[config.mk]
export PLATFORM = sky130hd
export DESIGN_NAME = lcd_seven_segment_mux_driver
export DESIGN_NICKNAME = d
export VERILOG_FILES = /design/src/design/lcdsm_pkg.sv /design/src/design/lcdsm_glyph.sv /design/src/design/lcdsm_timer.sv /design/src/design/lcdsm_display.sv /design/src/design/lcd_seven_segment_mux_driver.sv
export SDC_FILE = /design/constraint.sdc
export NUM_CORES = 1
export LEC_CHECK = 0
export ABC_AREA = 1
export ABC_CLOCK_PERIOD_IN_PS = 3000
export BUFFER_PORTS_ARGS = -buffer_cell sky130_fd_sc_hd__buf_2
export CAP_MARGIN = 20
export CORE_MARGIN = 3
export CORE_UTILIZATION = 40
export CTS_CLUSTER_SIZE = 16
export DETAILED_ROUTE_END_ITERATION = 8
export PLACE_DENSITY = 0.66
export SYNTH_ARGS = -nofsm -noshare
export SYNTH_HDL_FRONTEND = slang
export SYNTH_SLANG_ARGS = --single-unit
[constraint.sdc]
create_clock -name i_clk -period 3 [get_ports i_clk]
set_input_delay 0.15 -clock i_clk [delete_from_list [all_inputs] [get_ports i_clk]]
set_output_delay 0.15 -clock i_clk [all_outputs]
set_load 0.1 [all_outputs]
[src/design/lcdsm_pkg.sv]
`timescale 1ns / 1ps
// Shared types, constants and glyph tables for the multiplexed LCD driver.
// No dependencies; every other design file imports this package.

package lcdsm_pkg;

    // Number of digits that a rebuild packs into the COM buffers (1..4).
    localparam int DIGITS = 4;

    // Digit store and COM buffer address space (always four entries).
    localparam int STORE_DEPTH = 4;
    localparam int COM_COUNT   = 4;

    localparam int GLYPH_COUNT = 28;

    // Reset values of the timers and configuration registers.
    localparam logic [7:0] REFRESH_PERIOD_RST  = 8'd125;
    localparam logic [7:0] SCAN_PERIOD_RST     = 8'd1;
    localparam logic [7:0] REFRESH_ELAPSED_RST = 8'd124;
    localparam logic [7:0] SCAN_ELAPSED_RST    = 8'd0;

    // Blink counter values above this blank the blinking digits.
    localparam logic [2:0] BLINK_SHOW_MAX = 3'd4;

    // Decimal point lands on segment bit 6.
    localparam logic [7:0] DP_MASK = 8'h40;

    // Input item function codes.
    typedef enum logic {
        FUNC_TICK  = 1'b0,
        FUNC_WRITE = 1'b1
    } t_func;

    // Configuration register indexes.
    typedef enum logic [1:0] {
        CFG_UPSIDE_DOWN    = 2'd0,
        CFG_SCAN_PERIOD    = 2'd1,
        CFG_REFRESH_PERIOD = 2'd2,
        CFG_UNUSED         = 2'd3
    } t_cfg_index;

    // Control from the item stage to the display state.
    typedef struct packed {
        logic wr;       // store one digit
        logic rebuild;  // refresh timer fired on this tick
    } t_disp_ctl;

    localparam logic [7:0] GLYPH_NORMAL [GLYPH_COUNT] = '{
        8'hB7, 8'h22, 8'h9B, 8'hAB, 8'h2E, 8'hAD, 8'hBD, 8'h23, 8'hBF, 8'hAF,
        8'h3F, 8'hBC, 8'h95, 8'hBA, 8'h9D, 8'h1D, 8'hB5, 8'h3E, 8'hA2, 8'h94,
        8'h38, 8'hB8, 8'h1F, 8'h18, 8'h9C, 8'hB6, 8'h08, 8'h00
    };

    localparam logic [7:0] GLYPH_ROTATED [GLYPH_COUNT] = '{
        8'hB7, 8'h14, 8'h9B, 8'h9D, 8'h3C, 8'hAD, 8'hAF, 8'h94, 8'hBF, 8'hBD,
        8'hBE, 8'h2F, 8'hA3, 8'h1F, 8'hAB, 8'hAA, 8'hA7, 8'h3E, 8'h15, 8'h23,
        8'h0E, 8'h0F, 8'hBA, 8'h0A, 8'h2B, 8'h37, 8'h08, 8'h00
    };

    // Segment byte of one glyph code; codes past the table are blank.
    function automatic logic [7:0] glyph_lookup(input logic upside, input logic [4:0] code);
        logic [7:0] seg;
        seg = 8'h00;
        if (int'(code) < GLYPH_COUNT) begin
            seg = upside ? GLYPH_ROTATED[code] : GLYPH_NORMAL[code];
        end
        return seg;
    endfunction

endpackage

[src/design/lcdsm_glyph.sv]
`timescale 1ns / 1ps
// Segment pattern of one stored digit: glyph lookup, blink blanking, point.
// Depends on lcdsm_pkg.

module lcdsm_glyph
    import lcdsm_pkg::*;
(
    input  logic [6:0] i_digit,      // {blink, dp, code}
    input  logic [2:0] i_blink_cnt,
    input  logic       i_upside,
    output logic [7:0] o_seg
);

    logic [7:0] glyph;

    assign glyph = glyph_lookup(i_upside, i_digit[4:0]);

    always_comb begin
        if (i_digit[6] && (i_blink_cnt > BLINK_SHOW_MAX)) begin
            o_seg = 8'h00;
        end else if (i_digit[5]) begin
            o_seg = glyph | DP_MASK;
        end else begin
            o_seg = glyph;
        end
    end

endmodule

[src/design/lcdsm_timer.sv]
`timescale 1ns / 1ps
// Saturating tick counter that fires when it reaches its period.
// Depends on lcdsm_pkg.

module lcdsm_timer
    import lcdsm_pkg::*;
(
    input  logic       i_clk,
    input  logic       i_rst_n,
    input  logic [7:0] i_rst_value,
    input  logic       i_tick,
    input  logic [7:0] i_period,
    output logic       o_fire
);

    logic [7:0] r_elapsed;
    logic [7:0] n_elapsed;
    logic [8:0] sum;
    logic [7:0] count;

    // Saturate the incremented count at 255.
    assign sum   = {1'b0, r_elapsed} + 9'd1;
    assign count = sum[8] ? 8'hFF : sum[7:0];

    assign o_fire = (count >= i_period);

    always_comb begin
        n_elapsed = r_elapsed;
        if (i_tick) begin
            n_elapsed = o_fire ? 8'h00 : count;
        end
    end

    always_ff @(posedge i_clk) begin
        if (!i_rst_n) begin
            r_elapsed <= i_rst_value;
        end else begin
            r_elapsed <= n_elapsed;
        end
    end

endmodule

[src/design/lcdsm_display.sv]
`timescale 1ns / 1ps
// Digit store, blink counter and COM segment buffers with the rebuild logic.
// Depends on lcdsm_pkg and lcdsm_glyph.

module lcdsm_display
    import lcdsm_pkg::*;
(
    input  logic       i_clk,
    input  logic       i_rst_n,
    input  t_disp_ctl  i_ctl,
    input  logic [1:0] i_digit_index,
    input  logic [6:0] i_digit_word,
    input  logic       i_upside,
    input  logic [1:0] i_com,
    output logic [7:0] o_com_byte
);

    logic [6:0] r_store [STORE_DEPTH];
    logic [7:0] r_com_buf [COM_COUNT];
    logic [2:0] r_blink_cnt;

    logic [7:0] n_com_buf [COM_COUNT];
    logic [2:0] n_blink_cnt;
    logic [7:0] seg [DIGITS];
    logic [1:0] src [DIGITS];
    logic       wr_ok;

    assign n_blink_cnt = r_blink_cnt + 3'd1;
    assign wr_ok       = i_ctl.wr && (int'(i_digit_index) < DIGITS);

    // Normal order packs the last digit first; upside down reverses it.
    genvar gk;
    generate
        for (gk = 0; gk < DIGITS; gk++) begin : g_digit
            assign src[gk] = i_upside ? 2'(gk) : 2'(DIGITS - 1 - gk);
            lcdsm_glyph u_glyph (
                .i_digit    (r_store[src[gk]]),
                .i_blink_cnt(n_blink_cnt),
                .i_upside   (i_upside),
                .o_seg      (seg[gk])
            );
        end
    endgenerate

    // Shift two segment bits per digit into each COM byte.
    always_comb begin
        for (int j = 0; j < COM_COUNT; j++) begin
            n_com_buf[j] = r_com_buf[j];
            if (i_ctl.rebuild) begin
                for (int k = 0; k < DIGITS; k++) begin
                    n_com_buf[j] = {n_com_buf[j][5:0], seg[k][2*j +: 2]};
                end
            end
        end
    end

    // The scan reads the buffers as they stand after this item's rebuild.
    assign o_com_byte = n_com_buf[i_com];

    always_ff @(posedge i_clk) begin
        if (!i_rst_n) begin
            r_blink_cnt <= 3'd0;
            for (int i = 0; i < STORE_DEPTH; i++) begin
                r_store[i] <= 7'd0;
            end
            for (int j = 0; j < COM_COUNT; j++) begin
                r_com_buf[j] <= 8'd0;
            end
        end else begin
            if (i_ctl.rebuild) begin
                r_blink_cnt <= n_blink_cnt;
            end
            if (wr_ok) begin
                r_store[i_digit_index] <= i_digit_word;
            end
            for (int j = 0; j < COM_COUNT; j++) begin
                r_com_buf[j] <= n_com_buf[j];
            end
        end
    end

endmodule

[src/design/lcd_seven_segment_mux_driver.sv]
`timescale 1ns / 1ps
// Top level of the four-COM multiplexed LCD seven-segment driver.
// Depends on lcdsm_pkg, lcdsm_timer and lcdsm_display.
//
// Usage:
//   Input channel (i_in_valid / o_in_stall): each item is either a digit write
//   (i_func = 1: code, point and blink bits for one digit) or one timer tick
//   (i_func = 0). An item is taken at a clock edge with valid high, stall low.
//   Output channel (o_out_valid / i_out_stall): a tick on which the scan timer
//   fires yields one drive item (active COM, COM level, segment levels).
//   Writes and silent ticks yield nothing.
//   An item waits in the input register; its result is loaded into the
//   output register, from which it can be taken.
//   Throughput: one item per cycle unless stalled. The glyph lookup, blink
//   blanking, COM buffer rebuild and scan selection all finish between the
//   two registers. Stall: while the output register holds an unread item
//   and the item in the input register would produce another, hold it and
//   raise o_in_stall. Writes and silent ticks drain past a stalled output.
//   Reset (i_rst_n low, synchronous): clear the digit store, COM buffers,
//   blink counter and scan phase; load upside_down 0, scan period 1, refresh
//   period 125 and set the refresh count so that the first tick refreshes.
//   Configuration (i_cfg_we, i_cfg_index, i_cfg_data) is to be written only
//   when idle, by the user; the block itself does not enforce this.

module lcd_seven_segment_mux_driver
    import lcdsm_pkg::*;
(
    input  logic       i_clk,
    input  logic       i_rst_n,
    // configuration
    input  logic       i_cfg_we,
    input  logic [1:0] i_cfg_index,
    input  logic [7:0] i_cfg_data,
    // input items
    input  logic       i_in_valid,
    output logic       o_in_stall,
    input  logic       i_func,
    input  logic [1:0] i_digit_index,
    input  logic [4:0] i_char_code,
    input  logic       i_decimal_point,
    input  logic       i_blink,
    // result items
    output logic       o_out_valid,
    input  logic       i_out_stall,
    output logic [1:0] o_active_com,
    output logic       o_com_level,
    output logic [7:0] o_segments
);

    // Configuration registers.
    logic       r_upside_down;
    logic [7:0] r_scan_period;
    logic [7:0] r_refresh_period;

    // Input register.
    logic       r_s1_valid;
    logic       r_s1_func;
    logic [1:0] r_s1_digit_index;
    logic [6:0] r_s1_digit_word;

    // Scan sequence and output register.
    logic [2:0] r_scan_phase;
    logic       r_out_valid;
    logic [1:0] r_out_com;
    logic       r_out_level;
    logic [7:0] r_out_seg;

    logic       in_accept;
    logic       s1_go;
    logic       s1_has_result;
    logic       tick_en;
    logic       refresh_fire;
    logic       scan_fire;
    logic       load_out;
    logic [7:0] com_byte;
    t_disp_ctl  disp_ctl;

    // Configuration writes; the unused index is dropped.
    always_ff @(posedge i_clk) begin
        if (!i_rst_n) begin
            r_upside_down    <= 1'b0;
            r_scan_period    <= SCAN_PERIOD_RST;
            r_refresh_period <= REFRESH_PERIOD_RST;
        end else if (i_cfg_we) begin
            case (t_cfg_index'(i_cfg_index))
                CFG_UPSIDE_DOWN:    r_upside_down    <= i_cfg_data[0];
                CFG_SCAN_PERIOD:    r_scan_period    <= i_cfg_data;
                CFG_REFRESH_PERIOD: r_refresh_period <= i_cfg_data;
                default: ;
            endcase
        end
    end

    // A tick produces a result only when the scan timer fires. Hold the item
    // only if that result would overwrite an unread one.
    assign s1_has_result = (t_func'(r_s1_func) == FUNC_TICK) && scan_fire;
    assign s1_go         = r_s1_valid && !(r_out_valid && i_out_stall && s1_has_result);
    assign o_in_stall    = r_s1_valid && !s1_go;
    assign in_accept     = i_in_valid && !o_in_stall;
    assign tick_en       = s1_go && (t_func'(r_s1_func) == FUNC_TICK);
    assign load_out      = tick_en && scan_fire;

    assign disp_ctl.wr      = s1_go && (t_func'(r_s1_func) == FUNC_WRITE);
    assign disp_ctl.rebuild = tick_en && refresh_fire;

    always_ff @(posedge i_clk) begin
        if (!i_rst_n) begin
            r_s1_valid <= 1'b0;
        end else if (in_accept) begin
            r_s1_valid <= 1'b1;
        end else if (s1_go) begin
            r_s1_valid <= 1'b0;
        end
    end

    always_ff @(posedge i_clk) begin
        if (in_accept) begin
            r_s1_func        <= i_func;
            r_s1_digit_index <= i_digit_index;
            r_s1_digit_word  <= {i_blink, i_decimal_point, i_char_code};
        end
    end

    lcdsm_timer u_refresh_timer (
        .i_clk      (i_clk),
        .i_rst_n    (i_rst_n),
        .i_rst_value(REFRESH_ELAPSED_RST),
        .i_tick     (tick_en),
        .i_period   (r_refresh_period),
        .o_fire     (refresh_fire)
    );

    lcdsm_timer u_scan_timer (
        .i_clk      (i_clk),
        .i_rst_n    (i_rst_n),
        .i_rst_value(SCAN_ELAPSED_RST),
        .i_tick     (tick_en),
        .i_period   (r_scan_period),
        .o_fire     (scan_fire)
    );

    lcdsm_display u_display (
        .i_clk        (i_clk),
        .i_rst_n      (i_rst_n),
        .i_ctl        (disp_ctl),
        .i_digit_index(r_s1_digit_index),
        .i_digit_word (r_s1_digit_word),
        .i_upside     (r_upside_down),
        .i_com        (r_scan_phase[2:1]),
        .o_com_byte   (com_byte)
    );

    // Advance the scan phase with every emitted item.
    always_ff @(posedge i_clk) begin
        if (!i_rst_n) begin
            r_scan_phase <= 3'd0;
        end else if (load_out) begin
            r_scan_phase <= r_scan_phase + 3'd1;
        end
    end

    always_ff @(posedge i_clk) begin
        if (!i_rst_n) begin
            r_out_valid <= 1'b0;
        end else if (load_out) begin
            r_out_valid <= 1'b1;
        end else if (!i_out_stall) begin
            r_out_valid <= 1'b0;
        end
    end

    // COM low drives the true segments, COM high the inverted ones.
    always_ff @(posedge i_clk) begin
        if (load_out) begin
            r_out_com   <= r_scan_phase[2:1];
            r_out_level <= r_scan_phase[0];
            r_out_seg   <= r_scan_phase[0] ? ~com_byte : com_byte;
        end
    end

    assign o_out_valid  = r_out_valid;
    assign o_active_com = r_out_com;
    assign o_com_level  = r_out_level;
    assign o_segments   = r_out_seg;

    a_result_loads: assert property (@(posedge i_clk) disable iff (!i_rst_n)
        load_out |=> o_out_valid)
        else $error("result not presented after scan fire");

    a_no_overwrite: assert property (@(posedge i_clk) disable iff (!i_rst_n)
        (o_out_valid && i_out_stall) |-> !load_out)
        else $error("unread result overwritten");

    a_item_held: assert property (@(posedge i_clk) disable iff (!i_rst_n)
        (r_s1_valid && !s1_go) |=> (r_s1_valid && $stable(r_s1_func)))
        else $error("stalled item lost");

    a_phase_steps: assert property (@(posedge i_clk) disable iff (!i_rst_n)
        !load_out |=> $stable(r_scan_phase))
        else $error("scan phase moved without a result");

    a_level_match: assert property (@(posedge i_clk) disable iff (!i_rst_n)
        load_out |=> (o_com_level == $past(r_scan_phase[0])))
        else $error("COM level does not follow scan phase");

endmodule

==> results by group, run 1 <==
Clock network
  – TritonCTS clock tree: yes
  – Clk sinks: 122
  – Clock latency on the worst-skew pair: 0.43 ns
  – H-tree level count: 4
  – Clock transition at the registers of the reported paths: 0.06 ns
  – Clock Tree Root: clkbuf_16
  – Clock buffer depth: 2
  – Num CTS Buffers: 17

Global route
  – Tot GR Track Use: about 22%
  – Vias in the first global route: slightly below 9000
  – First-pass GRT wire length: between 40 and 50 mm
  – GRT overflow: 0
  – Largest net degree at the start of global routing: 48
  – Initial antenna violation count: 0

STA
  – Final period util: 113%
  – RSZ-0062 raised after global routing: yes
  – Fin worst setup slack: -0.378 ns
  – Hold Vio Cnt, Final: 0
  – Relative slew slack: 25.2%
  – Worst clock skew: approximately 0.012 ns
  – FMAX: roughly 0.30 GHz
  – Fin. max-slew vios: 0
  – Final setup vio count: about 120
  – Fin crit period: 3.38 ns
  – Measured slew at the worst slew-check pin: ~1.1 ns

Synthesis
  – Post-synthesis sequential area ratio: between 30 and 40%
  – Ys async rst share: 0%
  – Post-synth top area share: between 10% and 20%
  – Commonest cells post-synth: nand2_1, nand3_1, inv_1
  – Area leader, netlist: nand2_1
  – Net count of the mapped netlist: about 1400
  – Prevailing post-synth register cell: dfxtp_1
  – Post-synthesis cell area: 8900 µm²
  – Mean Syn Cell Area: 6.56 µm²
  – Post-Syn Instances: between 1000 and 1500
  – Largest cells by area after synthesis: nand2_1, edfxtp_1, dfxtp_1
  – Most common cell in the netlist: nand2_1
  – FF+latch count, synth: between 100 and 150
  – Synth cell types: 42
  – Synth warn: 0
  – Post-synth EDFFs: roughly 50

Setup path
  – Buf/Inv on CP: 5
  – Worst Path Required: about 3.2 ns
  – Crit Path Class: flop to flop
  – Crit Path Max Fanout: 6
  – CP Data Arrival Time: 3.55 ns
  – Slowest library cell on the worst path: dfxtp_2
  – Crit end category: flop
  – CP Cell Sequence: ha_4 -> nand2_2 -> nor2_1 -> inv_1 -> nor2_2 -> nand2_2 -> nor2_4 -> inv_4 -> nand3_2 -> ha_4 -> a21o_1 -> nor2_2 -> nand3_2 -> nand2_4 -> buf_6 -> nand3_4 -> nor2_4 -> buf_12 -> clkbuf_16 -> nand2_1 -> nand3_1 -> nand3_1 -> nand3_1 -> nand2_2
  – CP top delay family: simple AND/OR/NAND/NOR gates
  – Max incr delay on CP: approximately 0.36 ns
  – Worst Setup Start Kind: flop

Power and ir drop
  – Clk network pwr share: 38.8%
  – Switching pwr: 1.91 mW
  – Cell Pwr Density: between 400 and 500 nW/µm²
  – IR drop worst, VDD: approximately 420 µV
  – Net Sw Frac: between 30% and 40%
  – Seq pwr share: roughly a third
  – Leak: ~5.7 nW
  – Internal power: ~3.8 mW
  – Gate power share: 28.1%

Drt
  – Routed Wire Length: between 20 and 30 mm
  – DR vias/cell: ~5.3
  – Via count: between 9000 and 10000
  – WL/cell: 15.3 µm
  – Initial DRC Count: 593
  – Routed Antenna Nets: 0
  – Drt first pass iters: 6
  – DRC Markers: 0

Floorplanning
  – Standard-cell row count: 53
  – Ports: 38
  – Core area: 21400 µm²
  – Die Width: roughly 160 µm
  – Die area: approximately 24000 µm²
  – Die H: about 160 µm
  – Initial core utilization: between 40 and 50%

Placed design
  – Port Buffers: 37
  – Hpwl dp: around 17 mm
  – Routability Congestion: 0.881
  – Placed cell area: between 9000 and 10000 µm²

Final layout
  – Share of layout cells above drive strength 1: 26.5%
  – Fin nets: roughly 1600
  – Filler cell count: around 2000
  – Antenna diodes: 0
  – P&R area growth vs syn: 36.0%
  – FF+latch area: slightly below 3000 µm²
  – Final instance area: between 10000 and 15000 µm²
  – Area of the multi-input gates: about 5800 µm²
  – Final core utilization: around 56%

Min path
  – Min-delay worst type: input pin to flop

Run status
  – Failing checks: setup timing
  – Outcome: finished, violations left

Flow run
  – Max-cap violations: 0
[cells by family after synthesis]
| family | share of synthesized area (%) |
|---|---|
| compound gates | 9.20 |
| fa+ha+maj | 6.61 |
| buf+inv | 11.4 |
| flops | 33.0 |
| mux | 0.225 |
| simple gates | 39.6 |
[layout by cell type (no fill, tap or decap), drive strengths merged]
| cell type | Yosys | final |
|---|---|---|
| o31ai | 4 | 4 |
| edfxtp | 49 | 49 |
| clkinv | 3 | 9 |
| dlygate4sd3 | 0 | 16 |
| o22ai | 1 | 1 |
| a21o | 1 | 1 |
| bufinv | 0 | 2 |
| inv | 165 | 170 |
| nor2 | 120 | 120 |
| nor3 | 7 | 7 |
| a31oi | 1 | 1 |
| o21ai | 43 | 43 |
| nand3 | 223 | 223 |
| a21oi | 79 | 79 |
| nand2 | 449 | 449 |
| nor4 | 1 | 1 |
| dfxtp | 73 | 73 |
| o211ai | 6 | 6 |
| mux2i | 2 | 2 |
| ha | 47 | 47 |
| or2 | 2 | 2 |
| o21a | 1 | 1 |
| clkbuf | 13 | 25 |
| a211oi | 6 | 6 |
| buf | 42 | 153 |
| nand4 | 17 | 17 |
| o21bai | 1 | 1 |
[cell type report]
class                      count  share of cell area, %
clock buffer                  19                   3.93
tap                          275                   2.84
timing repair buffer         175                   14.1
sequential                   122                   24.3
multi-input combinational   1011                   48.0
clock inverter                13                   1.26
inverter                     168                   5.52
[through the flow]
stage	power [mW]	setup TNS, ns	worst slack, ns	cells	hold slack (ns)
final	5.68	-21.71	-0.378	1783	0.0302
after detailed placement	3.17	-17.00	-0.417	1694	0.328
after floorplan	2.82	-0.0783	-0.00999	1356	0.249
after global placement	3.15	-11.80	-0.368	1694	0.328
after CTS	5.51	-14.42	-0.297	1773	0.0247
after global routing	5.96	-45.48	-0.566	1783	0.0445
[flip-flops by register name, summed over array words and instances (netlist names)]
name	flops
u_display.r_com_buf	32
u_display.r_blink_cnt	3
u_scan_timer.r_elapsed	8
r_scan_period	8
o_com_level	1
r_refresh_period	8
o_out_valid	1
u_refresh_timer.r_elapsed	8
r_s1_digit_word	7
o_segments	8
r_s1_valid	1
u_display.r_store	28
r_scan_phase	3
r_s1_func	1
r_upside_down	1
o_active_com	2
r_s1_digit_index	2
[worst paths after layout]
path                                                              from                             to  slack [ns]  cells after the start
worst min-delay path                                     i_cfg_data[1]  r_scan_period[1]$_SDFFE_PN0P_        0.03                      3
worst min register to register           r_scan_period[6]$_SDFFE_PN0P_  r_scan_period[6]$_SDFFE_PN0P_        0.47                      2
worst max register to register  u_scan_timer.r_elapsed[0]$_SDFFE_PN0P_        o_segments[2]$_DFFE_PP_       -0.38                     24
worst max-delay path            u_scan_timer.r_elapsed[0]$_SDFFE_PN0P_        o_segments[2]$_DFFE_PP_       -0.38                     24
[power by group through the flow]
stage	clock, mW	combinational [mW]	sequential, mW
floorplan	0	0.880	1.94
global placement	0	1.24	1.90
detailed placement	0	1.26	1.91
CTS	2.21	1.43	1.87
global route	2.30	1.76	1.89
finish	2.20	1.60	1.88
[timing repair]
action | in CTS | in global routing
hold buffers | 16 | 0
cloned | 8 | 6
setup endpoints to repair | 114 | 142
pin swaps | 35 | 48
gates resized for setup | 105 | 148
buffers inserted | 33 | 9
endpoints found under the hold margin | 16 | 0
[worst min-delay path, stage by stage]
cell and delay, ns:
buf_2 0.09, o21ai_0 0.08, a21oi_1 0.10
[routing by layer]
metal	vias to the layer above	wire, µm	global-route usage [%]
met5	-	0	0
met2	268	13200	37.0
met1	4397	11700	27.1
met4	0	977	8.58
met3	69	1380	3.48
li1	4687	-	-
No activity file was read; power rests on OpenSTA's default activity.
==> run 2: changes to the inputs <==
--- a/config.mk
+++ b/config.mk
@@ -6,14 +6,16 @@
 export NUM_CORES = 1
 export LEC_CHECK = 0
 export ABC_AREA = 1
-export ABC_CLOCK_PERIOD_IN_PS = 3000
+export ABC_CLOCK_PERIOD_IN_PS = 4000
 export BUFFER_PORTS_ARGS = -buffer_cell sky130_fd_sc_hd__buf_2
 export CAP_MARGIN = 20
 export CORE_MARGIN = 3
 export CORE_UTILIZATION = 40
 export CTS_CLUSTER_SIZE = 16
 export DETAILED_ROUTE_END_ITERATION = 8
-export PLACE_DENSITY = 0.66
+export GPL_TIMING_DRIVEN = 0
+export MAX_ROUTING_LAYER = met4
+export PLACE_DENSITY = 0.64
 export SYNTH_ARGS = -nofsm -noshare
 export SYNTH_HDL_FRONTEND = slang
 export SYNTH_SLANG_ARGS = --single-unit
==> constraint.sdc (replaced) <==
create_clock -name i_clk -period 4 [get_ports i_clk]
set_input_delay 0.2 -clock i_clk [delete_from_list [all_inputs] [get_ports i_clk]]
set_output_delay 0.2 -clock i_clk [all_outputs]
set_load 0.1 [all_outputs]
==> results by group, run 2 (same netlist as run 1, synthesis figures left out) <==
Run status
  – Outcome: finished clean

Placed design
  – Hpwl dp: 19.3 mm (+13%)
  – Routability Congestion: 0.931 (+5.6%)
  – Placed Cells: 1668 (-1.5%)
  – Port Buffers: 37 (unchanged)
  – DP Worst Slack: -0.0844 ns (+0.332 ns)

Floorplanning
  – Standard-cell row count: 53 (unchanged)
  – Die Width: 155 µm (unchanged)
  – Core area: 21400 µm² (unchanged)
  – Initial core utilization: 41.5% (unchanged)
  – Die H: 155 µm (unchanged)
  – Ports: 38 (unchanged)
  – Die area: 24100 µm² (unchanged)

Final layout
  – Most flops, register: u_display.r_com_buf
  – Antenna diodes: 0 (unchanged)
  – P&R area growth vs syn: 15.9%
  – Most frequent cells in the layout: nand2_1, nand3_1, inv_1, nor2_1, a21oi_1
  – Max reg flops: 32 (unchanged)
  – Fin cells: 1722 (-3.4%)
  – Share of layout cells above drive strength 1: 12.4% (-14 points)
  – Commonest non-fill, non-tap cell in the layout: nand2_1
  – Fin nets: 1506 (-3.9%)
  – Biggest regs: u_display.r_com_buf x32, u_display.r_store x28
  – Final core utilization: 48.2% (-8.3 points)

Global route
  – Vias in the first global route: 8327 (-6.0%)
  – First-pass GRT wire length: 42.0 mm (-1.2%)
  – Tot GR Track Use: 22.4% (+0.81 points)
  – GRT overflow: 0 (unchanged)
  – Initial antenna violation count: 0 (unchanged)
  – Largest net degree at the start of global routing: 17 (-65%)

Clock network
  – Clock Tree Root: clkbuf_16
  – Clock transition at the registers of the reported paths: 0.07 ns (about the same)
  – Num CTS Buffers: 17 (unchanged)
  – H-tree level count: 4 (unchanged)
  – Clock latency on the worst-skew pair: 0.43 ns (about the same)
  – TritonCTS clock tree: yes
  – Clk sinks: 122 (unchanged)
  – Clock buffer depth: 2 (unchanged)

Setup path
  – Critical Path Stages: 22 (-8.3%)
  – Worst setup path startpoint: u_scan_timer.r_elapsed[1]$_SDFFE_PN0P_
  – Crit Path Max Fanout: 10 (+4)
  – CP top delay family: simple AND/OR/NAND/NOR gates
  – Worst Path Required: 4.18 ns (+1.01 ns)
  – CP Data Arrival Time: 3.89 ns (+0.34 ns)
  – Slowest library cell on the worst path: dfxtp_1
  – Max incr delay on CP: 0.40 ns (+0.04 ns)
  – Worst Setup Start Kind: flop
  – Crit end category: flop
  – R2r worst-path depth: 22 (-8.3%)
  – Reg-to-reg slack, setup: 0.29 ns (+0.67 ns)
  – CP Cell Sequence: ha_1 -> nand2_1 -> nor2_1 -> inv_1 -> nor2_1 -> nand2_1 -> nor2_1 -> inv_1 -> nand3_1 -> ha_1 -> a21o_1 -> nor2_1 -> nand3_2 -> nand2_2 -> nand3_4 -> nor2_4 -> buf_6 -> nand2_1 -> nand3_1 -> nand3_1 -> nand3_1 -> nand2_1
  – Buf/Inv on CP: 3 (-2)
  – Worst r2r dst: o_segments[5]$_DFFE_PP_
  – Crit Path Class: flop to flop
  – FF-to-FF Start: u_scan_timer.r_elapsed[1]$_SDFFE_PN0P_
  – CP endpoint: o_segments[5]$_DFFE_PP_

Power and ir drop
  – Cell Pwr Density: 388 nW/µm² (-17%)
  – Clk network pwr share: 41.0% (+2.2 points)
  – Seq pwr share: 34.9% (+1.8 points)
  – Tot Pwr: 4.00 mW (-29%)
  – Gate power share: 24.1% (-4.0 points)
  – Switching pwr: 1.33 mW (-30%)
  – Leak: 5.06 nW (-12%)
  – Net Sw Frac: 33.2% (-0.46 points)
  – IR drop worst, VDD: 285 µV (-31%)
  – Internal power: 2.68 mW (-29%)

STA
  – Worst clock skew: 0.0202 ns (+0.00787 ns)
  – Relative slew slack: 51.3% (+26 points)
  – Final period util: 92.6% (-20 points)
  – FMAX: 0.270 GHz (-8.8%)
  – Final setup vio count: 0 (-100%)
  – Setup TNS: 0 ns (+21.71 ns)
  – Measured slew at the worst slew-check pin: 0.730 ns (-0.391 ns)
  – Fin worst setup slack: 0.295 ns (+0.673 ns)
  – Hold Vio Cnt, Final: 0 (unchanged)
  – Fin. max-slew vios: 0 (unchanged)
  – Fin crit period: 3.71 ns (+0.327 ns)

Min path
  – Min-delay worst type: input pin to flop

Drt
  – DR vias/cell: 5.21 (-1.5%)
  – Drt first pass iters: 5 (-1)
  – Via count: 8966 (-4.8%)
  – Initial DRC Count: 664 (+12%)
  – Routed Wire Length: 25.9 mm (-5.1%)
  – WL/cell: 15.1 µm (-1.7%)
  – DRC Markers: 0 (unchanged)
  – Routed Antenna Nets: 0 (unchanged)

Flow run
  – Max-cap violations: 0 (unchanged)
-- run 2: changes by cell type in the layout (fill, tap and decap cells not counted), sizes merged --
cell | before | now
clkbuf | 25 | 35
buf | 153 | 88
clkinv | 9 | 6
bufinv | 2 | 1
inv | 170 | 171
clkinvlp | 0 | 1
dlygate4sd3 | 16 | 12
-- run 2: power groups by stage --
stage | registers (mW) | clock network [mW] | logic [mW]
2_1_floorplan | 1.45 | 0 | 0.656
6_report | 1.40 | 1.64 | 0.966
3_5_place_dp | 1.42 | 0 | 0.927
4_1_cts | 1.40 | 1.66 | 0.943
3_3_place_gp | 1.42 | 0 | 0.922
5_1_grt | 1.40 | 1.71 | 1.09
-- run 2: through the flow --
stage          hold WS, ns  area (µm²)
2_1_floorplan        0.299        8900
3_3_place_gp         0.377        9430
3_5_place_dp         0.378        9430
4_1_cts             0.0113       10200
5_1_grt             0.0277       10300
6_report            0.0236       10300
-- run 2: how the worst min path moves through the flow --
| stage | end | cells past startpoint | from | slack (ns) |
|---|---|---|---|---|
| after global routing | r_refresh_period[0]$_SDFFE_PN1P_ | 3 | i_cfg_data[0] | 0.03 |
| after floorplan | r_s1_digit_index[0]$_DFFE_PP_ | 0 | i_digit_index[0] | 0.30 |
| final | r_refresh_period[0]$_SDFFE_PN1P_ | 3 | i_cfg_data[0] | 0.02 |
| after detailed placement | r_s1_digit_word[2]$_DFFE_PP_ | 1 | i_char_code[2] | 0.38 |
| after global placement | r_s1_digit_word[1]$_DFFE_PP_ | 1 | i_char_code[1] | 0.38 |
| after CTS | r_refresh_period[0]$_SDFFE_PN1P_ | 3 | i_cfg_data[0] | 0.01 |
-- run 2: layout make-up --
cell class	instances	area (µm²)
Fill cell	2215	11100
Multi-Input combinational cell	1011	4990
Sequential cell	122	2930
Inverter	168	642
Clock buffer	21	514
Timing Repair Buffer	59	393
Buffer	55	387
Tap cell	275	344
Clock inverter	11	116
-- run 2: metal layers --
| metal | vias up | routed length [µm] | GRT usage [%] |
|---|---|---|---|
| met5 | - | 0 | - |
| met4 | 0 | 640 | 7.65 |
| met3 | 35 | 1300 | 2.78 |
| met2 | 257 | 12200 | 36.4 |
| met1 | 4112 | 11800 | 28.9 |
| li1 | 4562 | - | - |
-- run 2: repair_timing --
action | in CTS | in global routing
buffers inserted | 0 | 10
resized for setup | 2 | 13
hold buffers | 12 | 0
endpoints found under the hold margin | 12 | 0
pin swaps | 0 | 3
setup endpoints to repair | 7 | 50
-- run 2: tightest hold or removal path: stages --
cell	delay (ns)
buf_2	0.11
nand2_1	0.05
nand3_1	0.06
